[src/rtl/kefc_pkg.sv]
// ----------------------------------------------------------------------------
// kefc_pkg
// Shared types and constants of the keyboard event FIFO controller.
// ----------------------------------------------------------------------------
package kefc_pkg;

	localparam int unsigned FIFO_DEPTH_DEF = 64;
	localparam logic [31:0] RAM_BYTES_RST = 32'd1048576;

	localparam logic [1:0] MODE_KEY   = 2'd0;
	localparam logic [1:0] MODE_TEXT  = 2'd1;
	localparam logic [1:0] MODE_READ  = 2'd2;
	localparam logic [1:0] MODE_WRITE = 2'd3;

	localparam logic [2:0] OFF_STATUS = 3'd0;
	localparam logic [2:0] OFF_EVENT  = 3'd1;
	localparam logic [2:0] OFF_TEXT   = 3'd2;
	localparam logic [2:0] OFF_KEY    = 3'd3;
	localparam logic [2:0] OFF_COUNT  = 3'd4;
	localparam logic [2:0] OFF_ADDR   = 3'd5;
	localparam logic [2:0] OFF_LENGTH = 3'd6;
	localparam logic [2:0] OFF_CMD    = 3'd7;

	localparam logic [31:0] CMD_BLOCK_READ = 32'd1;
	localparam logic [20:0] CP_SPACE = 21'd32;
	localparam logic [20:0] CP_DEL   = 21'd127;

	// One result transaction.
	typedef struct packed {
		logic [31:0] read_data;
		logic        irq;
		logic        keystroke_valid;
		logic [31:0] keystroke;
		logic        mem_write_valid;
		logic [31:0] mem_addr;
		logic [31:0] mem_data;
		logic        last;
	} result_t;

endpackage

[src/rtl/kefc_ring.sv]
// ----------------------------------------------------------------------------
// kefc_ring
// One ring FIFO: a synchronous memory with head and tail pointers.
// A push into a full ring is dropped; pop data is registered and appears in the cycle after the pop.
// ----------------------------------------------------------------------------
module kefc_ring #(
	parameter int unsigned DEPTH = 64,
	parameter int unsigned WIDTH = 17
) (
	input  logic             clk,
	input  logic             arst_n,
	input  logic             push,
	input  logic [WIDTH-1:0] push_data,
	output logic             pushed,
	input  logic             pop,
	output logic [WIDTH-1:0] pop_data,
	output logic             not_empty
);
	localparam int unsigned AW = (DEPTH > 1) ? $clog2(DEPTH) : 1;
	localparam logic [AW-1:0] LAST_IDX = AW'(DEPTH - 1);

	logic [WIDTH-1:0] mem [DEPTH];
	logic [AW-1:0] head_q, tail_q, tail_nx, head_nx;
	logic full;

	assign tail_nx = (tail_q == LAST_IDX) ? '0 : tail_q + 1'b1;
	assign head_nx = (head_q == LAST_IDX) ? '0 : head_q + 1'b1;
	assign full = (tail_nx == head_q);
	assign not_empty = (head_q != tail_q);
	assign pushed = push && !full;

	always_ff @(posedge clk) begin
		if (pushed) mem[tail_q] <= push_data;
		pop_data <= mem[head_q];
	end

	always_ff @(posedge clk or negedge arst_n) begin
		if (!arst_n) begin
			head_q <= '0;
			tail_q <= '0;
		end else begin
			if (pushed) tail_q <= tail_nx;
			if (pop && not_empty) head_q <= head_nx;
		end
	end
endmodule

[src/rtl/keyboard_event_fifo_controller_top.sv]
// ----------------------------------------------------------------------------
// keyboard_event_fifo_controller_top
// Keyboard controller with event, text and keystroke ring FIFOs.
// ----------------------------------------------------------------------------
// Usage: an item is taken when start is high and busy is low. Its results
// come out one per cycle, each marked by result_valid for exactly one cycle;
// the receiver cannot stall them, and last marks the final one.
// Host key and text items, and bus writes other than a block read command,
// read the FIFO memory in the accept cycle and go to the result state, which
// presents the result. Bus reads work the same way: the popped entry comes
// out of the memory in the cycle after its read address is applied.
// A block read command walks the event FIFO, one memory word per cycle. For
// N words (N up to FIFO_DEPTH-1) busy stays high through the walk and the
// cycle that ends it; the last word is presented in the first cycle in which
// a new item can already be taken. A block read that writes no word presents
// its single result from the result state. The walk is bounded by the clamped
// length and the queued events. The ram_bytes register is written through
// cfg_valid/cfg_ready; the user is to write it only while idle, which the block
// does not enforce. cfg_ready is always high. Reset clears all pointers, the
// block registers and the count; FIFO contents stay undefined until written.
// ----------------------------------------------------------------------------
module keyboard_event_fifo_controller_top
	import kefc_pkg::*;
#(
	parameter int unsigned FIFO_DEPTH = FIFO_DEPTH_DEF
) (
	input  logic        clk,
	input  logic        arst_n,
	input  logic        start,
	output logic        busy,
	input  logic [1:0]  mode,
	input  logic [15:0] key_code,
	input  logic        key_pressed,
	input  logic        key_is_named,
	input  logic [20:0] code_point,
	input  logic [2:0]  bus_offset,
	input  logic [31:0] bus_wdata,
	input  logic        cfg_valid,
	output logic        cfg_ready,
	input  logic [31:0] cfg_data,
	output logic        result_valid,
	output logic [31:0] read_data,
	output logic        irq,
	output logic        keystroke_valid,
	output logic [31:0] keystroke,
	output logic        mem_write_valid,
	output logic [31:0] mem_addr,
	output logic [31:0] mem_data,
	output logic        last
);
	localparam logic [1:0] ST_IDLE = 2'd0;
	localparam logic [1:0] ST_RES  = 2'd1;
	localparam logic [1:0] ST_WALK = 2'd2;
	localparam int unsigned CW = $clog2(FIFO_DEPTH + 1);

	logic [1:0] state_q;
	logic [31:0] ram_bytes_q, blk_addr_q, blk_len_q, size_q, waddr_q;
	logic [CW-1:0] count_q, n_q;
	logic [1:0] mode_q;
	logic [2:0] off_q;
	logic irq_q, ksv_q;
	logic [31:0] ks_q;
	result_t res_q;

	logic acc;
	assign acc = start && !busy;
	assign busy = (state_q != ST_IDLE);
	assign cfg_ready = 1'b1;

	// Ring controls.
	logic ev_push, ev_pushed, ev_pop, ev_ne;
	logic tx_push, tx_pushed, tx_pop, tx_ne;
	logic ky_push, ky_pushed, ky_pop, ky_ne;
	logic [16:0] ev_rd;
	logic [20:0] tx_rd;
	logic [21:0] ky_rd, ky_wd;
	logic printable, named_press, walk_go;

	assign named_press = key_pressed && key_is_named;
	assign printable = (code_point >= CP_SPACE) && (code_point != CP_DEL);
	assign ev_push = acc && mode == MODE_KEY;
	assign tx_push = acc && mode == MODE_TEXT;
	assign ky_push = acc && ((mode == MODE_KEY && named_press)
		|| (mode == MODE_TEXT && printable));
	assign ky_wd = (mode == MODE_KEY) ? {1'b1, 5'd0, key_code} : {1'b0, code_point};
	assign ev_pop = (acc && mode == MODE_READ && bus_offset == OFF_EVENT) || walk_go;
	assign tx_pop = acc && mode == MODE_READ && bus_offset == OFF_TEXT;
	assign ky_pop = acc && mode == MODE_READ && bus_offset == OFF_KEY;

	// Walk: a word fits while (n+1)*4 <= size and an event remains.
	logic [33:0] need;
	assign need = 34'({n_q, 2'b00}) + 34'd4;
	assign walk_go = (state_q == ST_WALK) && ev_ne && (need <= {2'b00, size_q})
		&& (n_q < CW'(FIFO_DEPTH));

	kefc_ring #(.DEPTH(FIFO_DEPTH), .WIDTH(17)) u_ev (
		.clk, .arst_n, .push(ev_push), .push_data({key_pressed, key_code}),
		.pushed(ev_pushed), .pop(ev_pop), .pop_data(ev_rd), .not_empty(ev_ne));
	kefc_ring #(.DEPTH(FIFO_DEPTH), .WIDTH(21)) u_tx (
		.clk, .arst_n, .push(tx_push), .push_data(code_point),
		.pushed(tx_pushed), .pop(tx_pop), .pop_data(tx_rd), .not_empty(tx_ne));
	kefc_ring #(.DEPTH(FIFO_DEPTH), .WIDTH(22)) u_ky (
		.clk, .arst_n, .push(ky_push), .push_data(ky_wd),
		.pushed(ky_pushed), .pop(ky_pop), .pop_data(ky_rd), .not_empty(ky_ne));

	// Clamped block size, computed at command accept.
	logic [31:0] room, size_d;
	assign room = ram_bytes_q - blk_addr_q;
	assign size_d = (blk_len_q == '0 || blk_addr_q >= ram_bytes_q) ? '0 :
		((blk_len_q < room) ? blk_len_q : room);

	logic [31:0] rd_d;
	logic emptyflag_q;
	logic [2:0] status_q;
	logic walk_v_q;
	logic ks_pop_ok_q;

	always_comb begin
		rd_d = '0;
		unique case (off_q)
			OFF_STATUS: rd_d = {29'd0, status_q};
			OFF_EVENT:  rd_d = emptyflag_q ? {15'd0, ev_rd} : '0;
			OFF_TEXT:   rd_d = emptyflag_q ? {11'd0, tx_rd} : '0;
			OFF_KEY:    rd_d = emptyflag_q ? {ky_rd[21], 10'd0, ky_rd[20:0]} : '0;
			OFF_COUNT:  rd_d = 32'(count_q);
			default:    rd_d = '0;
		endcase
	end

	always_ff @(posedge clk or negedge arst_n) begin
		if (!arst_n) begin
			state_q <= ST_IDLE;
			ram_bytes_q <= RAM_BYTES_RST;
			blk_addr_q <= '0;
			blk_len_q <= '0;
			count_q <= '0;
			walk_v_q <= 1'b0;
			n_q <= '0;
		end else begin
			walk_v_q <= walk_go;
			if (cfg_valid && cfg_ready) ram_bytes_q <= cfg_data;
			unique case (state_q)
				ST_IDLE: if (acc) begin
					mode_q <= mode;
					off_q <= bus_offset;
					irq_q <= ky_push || ev_pushed || tx_pushed;
					ksv_q <= ky_push;
					ks_q <= (mode == MODE_KEY) ? {1'b1, 15'd0, key_code}
						: {11'd0, code_point};
					status_q <= {ky_ne, tx_ne, ev_ne};
					emptyflag_q <= (bus_offset == OFF_EVENT) ? ev_ne :
						(bus_offset == OFF_TEXT) ? tx_ne : ky_ne;
					state_q <= ST_RES;
					if (mode == MODE_WRITE && bus_offset == OFF_ADDR) blk_addr_q <= bus_wdata;
					if (mode == MODE_WRITE && bus_offset == OFF_LENGTH) blk_len_q <= bus_wdata;
					if (mode == MODE_WRITE && bus_offset == OFF_CMD
						&& bus_wdata == CMD_BLOCK_READ) begin
						size_q <= size_d;
						n_q <= '0;
						state_q <= ST_WALK;
					end
				end
				ST_RES: begin
					state_q <= ST_IDLE;
				end
				ST_WALK: begin
					if (walk_go) begin
						n_q <= n_q + 1'b1;
						waddr_q <= blk_addr_q + 32'({n_q, 2'b00});
					end else begin
						count_q <= n_q;
						// No words: a single plain result.
						if (n_q == '0) begin
							mode_q <= MODE_WRITE;
							off_q <= OFF_CMD;
							irq_q <= 1'b0;
							ksv_q <= 1'b0;
							state_q <= ST_RES;
						end else begin
							state_q <= ST_IDLE;
						end
					end
				end
				default: state_q <= ST_IDLE;
			endcase
		end
	end

	// Output register; walk words are held in pend_r so last can be known.
	logic pend_q;
	result_t pend_r;
	always_ff @(posedge clk or negedge arst_n) begin
		if (!arst_n) begin
			pend_q <= 1'b0;
		end else begin
			if (walk_v_q) pend_q <= 1'b1;
			else if (pend_q) pend_q <= 1'b0;
		end
	end

	always_ff @(posedge clk) begin
		if (walk_v_q) begin
			pend_r <= '{read_data: '0, irq: 1'b0, keystroke_valid: 1'b0, keystroke: '0,
				mem_write_valid: 1'b1, mem_addr: waddr_q, mem_data: {15'd0, ev_rd},
				last: 1'b0};
		end
	end

	always_comb begin
		res_q = '0;
		if (state_q == ST_RES) begin
			res_q.read_data = (mode_q == MODE_READ) ? rd_d : '0;
			res_q.irq = irq_q;
			res_q.keystroke_valid = ksv_q;
			res_q.keystroke = ksv_q ? ks_q : '0;
			res_q.last = 1'b1;
		end else begin
			res_q = pend_r;
			res_q.last = !walk_v_q;
		end
	end

	assign result_valid = (state_q == ST_RES) || pend_q;
	assign read_data = res_q.read_data;
	assign irq = res_q.irq;
	assign keystroke_valid = res_q.keystroke_valid;
	assign keystroke = res_q.keystroke;
	assign mem_write_valid = res_q.mem_write_valid;
	assign mem_addr = res_q.mem_addr;
	assign mem_data = res_q.mem_data;
	assign last = res_q.last;

	logic unused_ok;
	assign unused_ok = ky_pushed;
endmodule

[config.mk]
export PLATFORM = sky130hd
export DESIGN_NAME = keyboard_event_fifo_controller_top
export DESIGN_NICKNAME = d
export VERILOG_FILES = /design/src/rtl/kefc_pkg.sv /design/src/rtl/kefc_ring.sv /design/src/rtl/keyboard_event_fifo_controller_top.sv
export SDC_FILE = /design/constraint.sdc
export NUM_CORES = 2
export LEC_CHECK = 0
export ABC_AREA = 1
export BUFFER_PORTS_ARGS = -buffer_cell sky130_fd_sc_hd__buf_4
export CAP_MARGIN = 20
export CORE_ASPECT_RATIO = 1.75
export CORE_MARGIN = 2
export CORE_UTILIZATION = 60
export DETAILED_ROUTE_END_ITERATION = 8
export PLACE_DENSITY = 0.76
export SYNTH_ARGS = -nofsm -noshare
export SYNTH_HDL_FRONTEND = slang
export SYNTH_SLANG_ARGS = --single-unit
[constraint.sdc]
create_clock -name clk -period 4.15 [get_ports clk]
set_input_delay 0.83 -clock clk [delete_from_list [all_inputs] [get_ports clk]]
set_output_delay 0.83 -clock clk [all_outputs]
set_load 0.05 [all_outputs]
Word level (Yosys, flattened, before mapping)
Memory sizes are Yosys's and may differ from the RTL's. A register that Yosys moved wholly into a read port is not among the register bits.
Index checks and enable logic that the tools add are counted.
{"block": "op_classes", "multipliers": 0, "add_sub_neg": 10, "div_mod_pow": 0, "eq_ne": 35, "bitwise": 1, "n_reduce_logical": 52, "mux": 50, "n_shift": 0, "order_cmp": 5}
{"cell": "$mux W32", "count": 5}
{"cell": "$pmux W32 S5", "count": 1}
{"cell": "$mux W66", "count": 1}
{"cell": "$mux W65", "count": 1}
{"cell": "$add A6 B1 Y6 const B", "count": 6}
{"cell": "$eq A6 B6 Y1 const B", "count": 6}
{"cell": "$mux W6", "count": 6}
{"cell": "$add A32 B9 Y32", "count": 1}
{"cell": "$eq A32 B1 Y1 const B", "count": 1}
{"cell": "$ge A32 B32 Y1", "count": 1}
{"cell": "$le A10 B32 Y1", "count": 1}
{"cell": "$logic_not A32 Y1", "count": 1}
{"cell": "$lt A32 B32 Y1", "count": 1}
{"cell": "$sub A32 B32 Y32", "count": 1}
{"cell": "$logic_and A1 B1 Y1", "count": 25}
{"cell": "$mux W22", "count": 1}
{"cell": "$ge A21 B6 Y1 const B", "count": 1}
{"cell": "$mux W21", "count": 1}
{"cell": "$mux W7", "count": 3}
{"cell": "$ne A21 B7 Y1 const B", "count": 1}
{"cell": "$eq A6 B6 Y1", "count": 3}
{"cell": "$ne A6 B6 Y1", "count": 3}
{"cell": "$mux W17", "count": 1}
{"cell": "$mux W1", "count": 15}
{"cell": "27 further kinds", "count": 66}
{"block": "totals", "ram_bits": 3840, "latch_bits": 0, "out_inout_bits": 135, "mem_count": 3, "reg_bits": 306, "romBits": 0}
{"name": "u_ky.mem", "depth": 64, "width": 22, "read_ports": 1, "rd_clocked_by_memory_dff": 1, "write_ports": 1, "line": "kefc_ring.sv:22", "source": "logic [WIDTH-1:0] mem [DEPTH];"}
{"name": "u_tx.mem", "depth": 64, "width": 21, "read_ports": 1, "rd_clocked_by_memory_dff": 1, "write_ports": 1, "line": "kefc_ring.sv:22"}
{"name": "u_ev.mem", "depth": 64, "width": 17, "read_ports": 1, "rd_clocked_by_memory_dff": 1, "write_ports": 1, "line": "kefc_ring.sv:22"}

Depth between registers and ports, before layout
{"block": "depth", "word_depth": 9, "mapped_depth": 26, "ltp_nobuf": 24}

Cells and area by module
A second synthesis with hierarchy kept.
{"block": "unflattened", "cells_unflattened": 15385, "area_unflattened_um2": 175582.1}
{"module": "kefc_ring (u_ky)", "cells_per_inst": 4895, "area_each_um2": 58404.8, "instances": 1}
{"module": "kefc_ring (u_tx)", "cells_per_inst": 4571, "area_each_um2": 55549.5, "instances": 1}
{"module": "kefc_ring (u_ev)", "cells_per_inst": 3801, "area_each_um2": 45248.4, "instances": 1}
{"module": "keyboard_event_fifo_controller_top", "cells_per_inst": 2118, "area_each_um2": 16379.5, "instances": 1}

Least setup slack after synthesis
Ideal clock, no wire load.
{"block": "synth_timing", "path_type": "in2reg", "startpoint": "in mode[1]", "endpoint": "reg ks_q[15] (data pin)", "n_path_buf": 2, "arrival_time_ns": 3.841, "stages": 4, "setup_slack_ns": -0.401, "cell_sequence": "nor2_1 -> clkbuf_1 -> clkbuf_1 -> o21ai_0"}
{"block": "synth_between", "elab_chain_cells": 2}
{"item": "start, declared", "line": "keyboard_event_fifo_controller_top.sv:31", "source": "input logic [1:0] mode,"}
{"item": "$logic_not A2 Y1", "line": "keyboard_event_fifo_controller_top.sv:148", "source": "ks_q <= (mode == MODE_KEY) ? {1'b1, 15'd0, key_code}"}
{"item": "$mux W32", "line": "keyboard_event_fifo_controller_top.sv:148"}
{"item": "end signal, assigned", "line": "keyboard_event_fifo_controller_top.sv:148"}
{"item": "end, declared", "line": "keyboard_event_fifo_controller_top.sv:62", "source": "logic [31:0] ks_q;"}
No other way between the ends.
A chain may end at the register's enable or synchronous reset.

Worst setup path after layout
{"block": "layout_timing", "startpoint": "reg off_q[2]", "endpoint": "out read_data[17]"}
{"block": "layout_between", "elab_chain_cells": 4, "elab_cells_between_ends": 8}
{"item": "start, declared", "line": "keyboard_event_fifo_controller_top.sv:60", "source": "logic [2:0] off_q;"}
{"item": "start signal, assigned", "line": "keyboard_event_fifo_controller_top.sv:145", "source": "off_q <= bus_offset;"}
{"item": "$eq A3 B3 Y1 (tied with other cells)", "line": "keyboard_event_fifo_controller_top.sv:120", "source": "unique case (off_q)"}
{"item": "$pmux W32 S5 (*)", "line": "keyboard_event_fifo_controller_top.sv:120"}
{"item": "$mux W32 (*)", "line": "keyboard_event_fifo_controller_top.sv:212", "source": "res_q.read_data = (mode_q == MODE_READ) ? rd_d : '0;"}
{"item": "$mux W66 (*)", "line": "keyboard_event_fifo_controller_top.sv:211", "source": "if (state_q == ST_RES) begin"}
{"item": "end, declared", "line": "keyboard_event_fifo_controller_top.sv:42", "source": "output logic [31:0] read_data,"}
Every way passes the cells marked *; elsewhere a longest branch is shown, timed or not.

==> impl_metrics.env <==
export IMPL_timing_critical_path_required_ns=3.32
export IMPL_critPathLaunchType="register"
export IMPL_critical_path_slowest_cell="edfxtp_1"
export IMPL_h_tree_depth=5
export IMPL_path_class="register to output pin"
export IMPL_drv_cap=0
export IMPL_drc_errors=0
export IMPL_fp_dieH_um=709
export IMPL_portBuffers=210
export IMPL_cts_tree="built"
export IMPL_power_density_nw_per_um2=580
export IMPL_yosys_warnings=0
export IMPL_setup_viol=0
export IMPL_drive_gt1_frac=0.106
export IMPL_slew_headroom=0.130
export IMPL_synth_cell_types=48
export IMPL_num_rows=258
export IMPL_place_congestion=0.964
export IMPL_slowest_delay_ns=0.44
export IMPL_synth_ff_type="edfxtp_1"
export IMPL_fin_area_um2=190000
export IMPL_grt_first_pass_wirelength_um=715000
export IMPL_cp_max_fo=20
export IMPL_grt_start_max_net_pins=180
export IMPL_grt_pass1_vias=110000
export IMPL_synth_adder_area_share=0.00655
export IMPL_power_leakage_uw=0.0649
export IMPL_worstPathArrival_ns=3.18
export IMPL_peakVddDrop_mv=0.428
export IMPL_ioPinCount=247
export IMPL_skew_ns=0.0946
export IMPL_hold_class="primary input to asynchronous set/reset pin"
export IMPL_avgSynthCellArea_um2=12.2
export IMPL_synthXorXnorAreaFrac=0.00396
export IMPL_synthArstFlopShare=0.0357
export IMPL_synth_compound_area_share=0.107
export IMPL_grt_setup_unrepaired="false"
export IMPL_grt_usage=0.340
export IMPL_path_cells="inv_1, nand3_1, inv_1, buf_4, a22oi_1, nor2_2, buf_4"
export IMPL_area_growth_pct=11.7
export IMPL_synth_edff_count=3986
export IMPL_wl_per_cell_um=27.4
export IMPL_fin_tns_setup_ns=0
export IMPL_mostFrequentLayoutCells="edfxtp_1, nor2_1, o21ai_0"
export IMPL_layout_commonest_cell="edfxtp_1"
export IMPL_switching_power_uw=36800
export IMPL_netlist_instances=13900
export IMPL_first_pass_iters=6
export IMPL_cts_sinks=4196
export IMPL_root_buffer="clkbuf_16"
export IMPL_p_int_uw=73600
export IMPL_clkPwrFrac=0.306
export IMPL_status="completed"
export IMPL_clk_path_buf_depth=4
export IMPL_worst_pin_slew_ns=1.30
export IMPL_num_vias=116000
export IMPL_hold_buffers=0
export IMPL_start_util=0.603
export IMPL_synth_area_um2=170000
export IMPL_endpoint_kind="output pin"
export IMPL_grt_ovfl_total=0
export IMPL_clkTransAtPathRegs_ns=0.07
export IMPL_hold_viol_final=0
export IMPL_dp_hpwl_um=309000
export IMPL_dr_first_iter_drc_count=16900
export IMPL_die_area_um2=288000
export IMPL_p_comb_frac=0.256
export IMPL_clock_fmax_mhz=250
export IMPL_die_x_um=407
export IMPL_via_per_inst=6.35
export IMPL_nets=14400
export IMPL_insertion_delay_ns=0.95
export IMPL_core_um2=282000
export IMPL_synthMuxAreaShare=0.00198
export IMPL_ys_seq_area_frac=0.732
export IMPL_dpl_cell_area_um2=179000
export IMPL_ant_nets=0
export IMPL_synth_top_family_by_area="simple AND/OR/NAND/NOR gates"
export IMPL_ys_ff_latch=4196
export IMPL_drt_total_wl_um=499000
export IMPL_period_needed_ns=4.01
export IMPL_synth_simple_area_share=0.116
export IMPL_numCtsBuffers=359
export IMPL_period_share=0.966
export IMPL_antenna_found_initial=25
export IMPL_drv_slew=0
export IMPL_switching_share=0.333
export IMPL_seqPwrFrac=0.438
## worst max-delay path, delay by kind of cell, from the launching register on
family	cells	cell delay, ns
DFF	1	0.44
buffers and inverters	4	1.07
and+or+nand+nor	2	0.58
AOI/OAI and AO/OA	1	0.17
## power groups by stage
stage               clock [uW]  combinational [uW]  sequential, uW
global route             35300               30300           48400
global placement             0               26900           49200
finish                   33700               28200           48400
floorplan                    0               17500           48500
detailed placement           0               27400           49200
CTS                      33800               27600           48300
## logic make-up after synthesis
group,count (synthesis)
other,2
flip-flops,4196
AND/OR/NAND/NOR,4904
XOR/XNOR,77
buffers and inverters,1383
AO/OA/AOI/OAI,3249
adder cells (fa/ha/maj),88
multiplexers,30
## Yosys cell counts, drive strengths merged, types with 13 or more instances
cell | count | area share
edfxtp | 3986 | 0.70
nor2 | 2787 | 0.061
o21ai | 2054 | 0.060
nand2 | 1306 | 0.029
clkbuf | 600 | 0.013
nand3 | 597 | 0.018
o22ai | 515 | 0.019
inv | 468 | 0.010
o211ai | 411 | 0.018
buf | 310 | 0.0094
a21oi | 167 | 0.0049
dfrtp | 149 | 0.022
nand4 | 114 | 0.0042
ha | 86 | 0.0063
xor2 | 68 | 0.0035
dfxtp | 60 | 0.0071
o221ai | 54 | 0.0028
nor3 | 50 | 0.0015
mux2 | 30 | 0.0020
nor4 | 23 | 0.00084
o21bai | 18 | 0.00079
a31oi | 13 | 0.00048
## repair_timing
item                                    CTS  global route
pin swaps                                 0             0
buffers inserted                          3             0
endpoints found under the setup margin   20            51
resized for setup                         5             7
hold endpoints to repair                  0             0
## flip-flops by register name, indices dropped and copies added (netlist names), 49 cells and up
register,count
u_ev.mem,1088
pend_r,49
u_tx.mem,1344
u_ky.mem,1408
## metrics by stage
step,hold slack [ns],setup WS (ns),power (uW),utilization,instances
after floorplan,0.400,-0.401,66000,-,14000
after global placement,0.403,-1.12,76100,0.632,17600
after detailed placement,0.405,0.160,76600,0.632,17600
after global routing,0.116,0.0261,114000,0.674,18200
final,0.113,0.143,110000,0.674,18200
after CTS,0.0610,0.00278,110000,0.674,18200
## worst paths after layout
check | startpoint | end | slack [ns] | depth (start not counted)
max | off_q[2] | read_data[17] | 0.14 | 7
min | arst_n | blk_addr_q[19] | 0.11 | 2
max reg2reg | blk_addr_q[0] | size_q[13] | 0.31 | 21
min reg2reg | waddr_q[27] | pend_r[60] | 0.42 | 0
max in group asynchronous | arst_n | u_ev.head_q[2] | 2.88 | 3
min in group clk | cfg_data[3] | ram_bytes_q[3] | 0.18 | 2
## metal layers
| layer | vias up | routed length [um] | global-route usage |
|---|---|---|---|
| met3 | 1555 | 49600 | 0.0595 |
| li1 | 50700 | - | - |
| met1 | 56400 | 163000 | 0.401 |
| met4 | 16 | 44400 | 0.257 |
| met2 | 7065 | 242000 | 0.557 |
| met5 | - | 102 | 0 |
## cell type report
cell class	instances	area, um^2
Sequential cell	4196	125000
Fill cell	19200	92100
Multi-Input combinational cell	8384	40900
Clock buffer	443	9610
Timing Repair Buffer	753	6610
Tap cell	3770	4720
Clock inverter	204	2020
Inverter	473	1820
Antenna cell	4	10.0
Power figures use the tool's default switching activity.
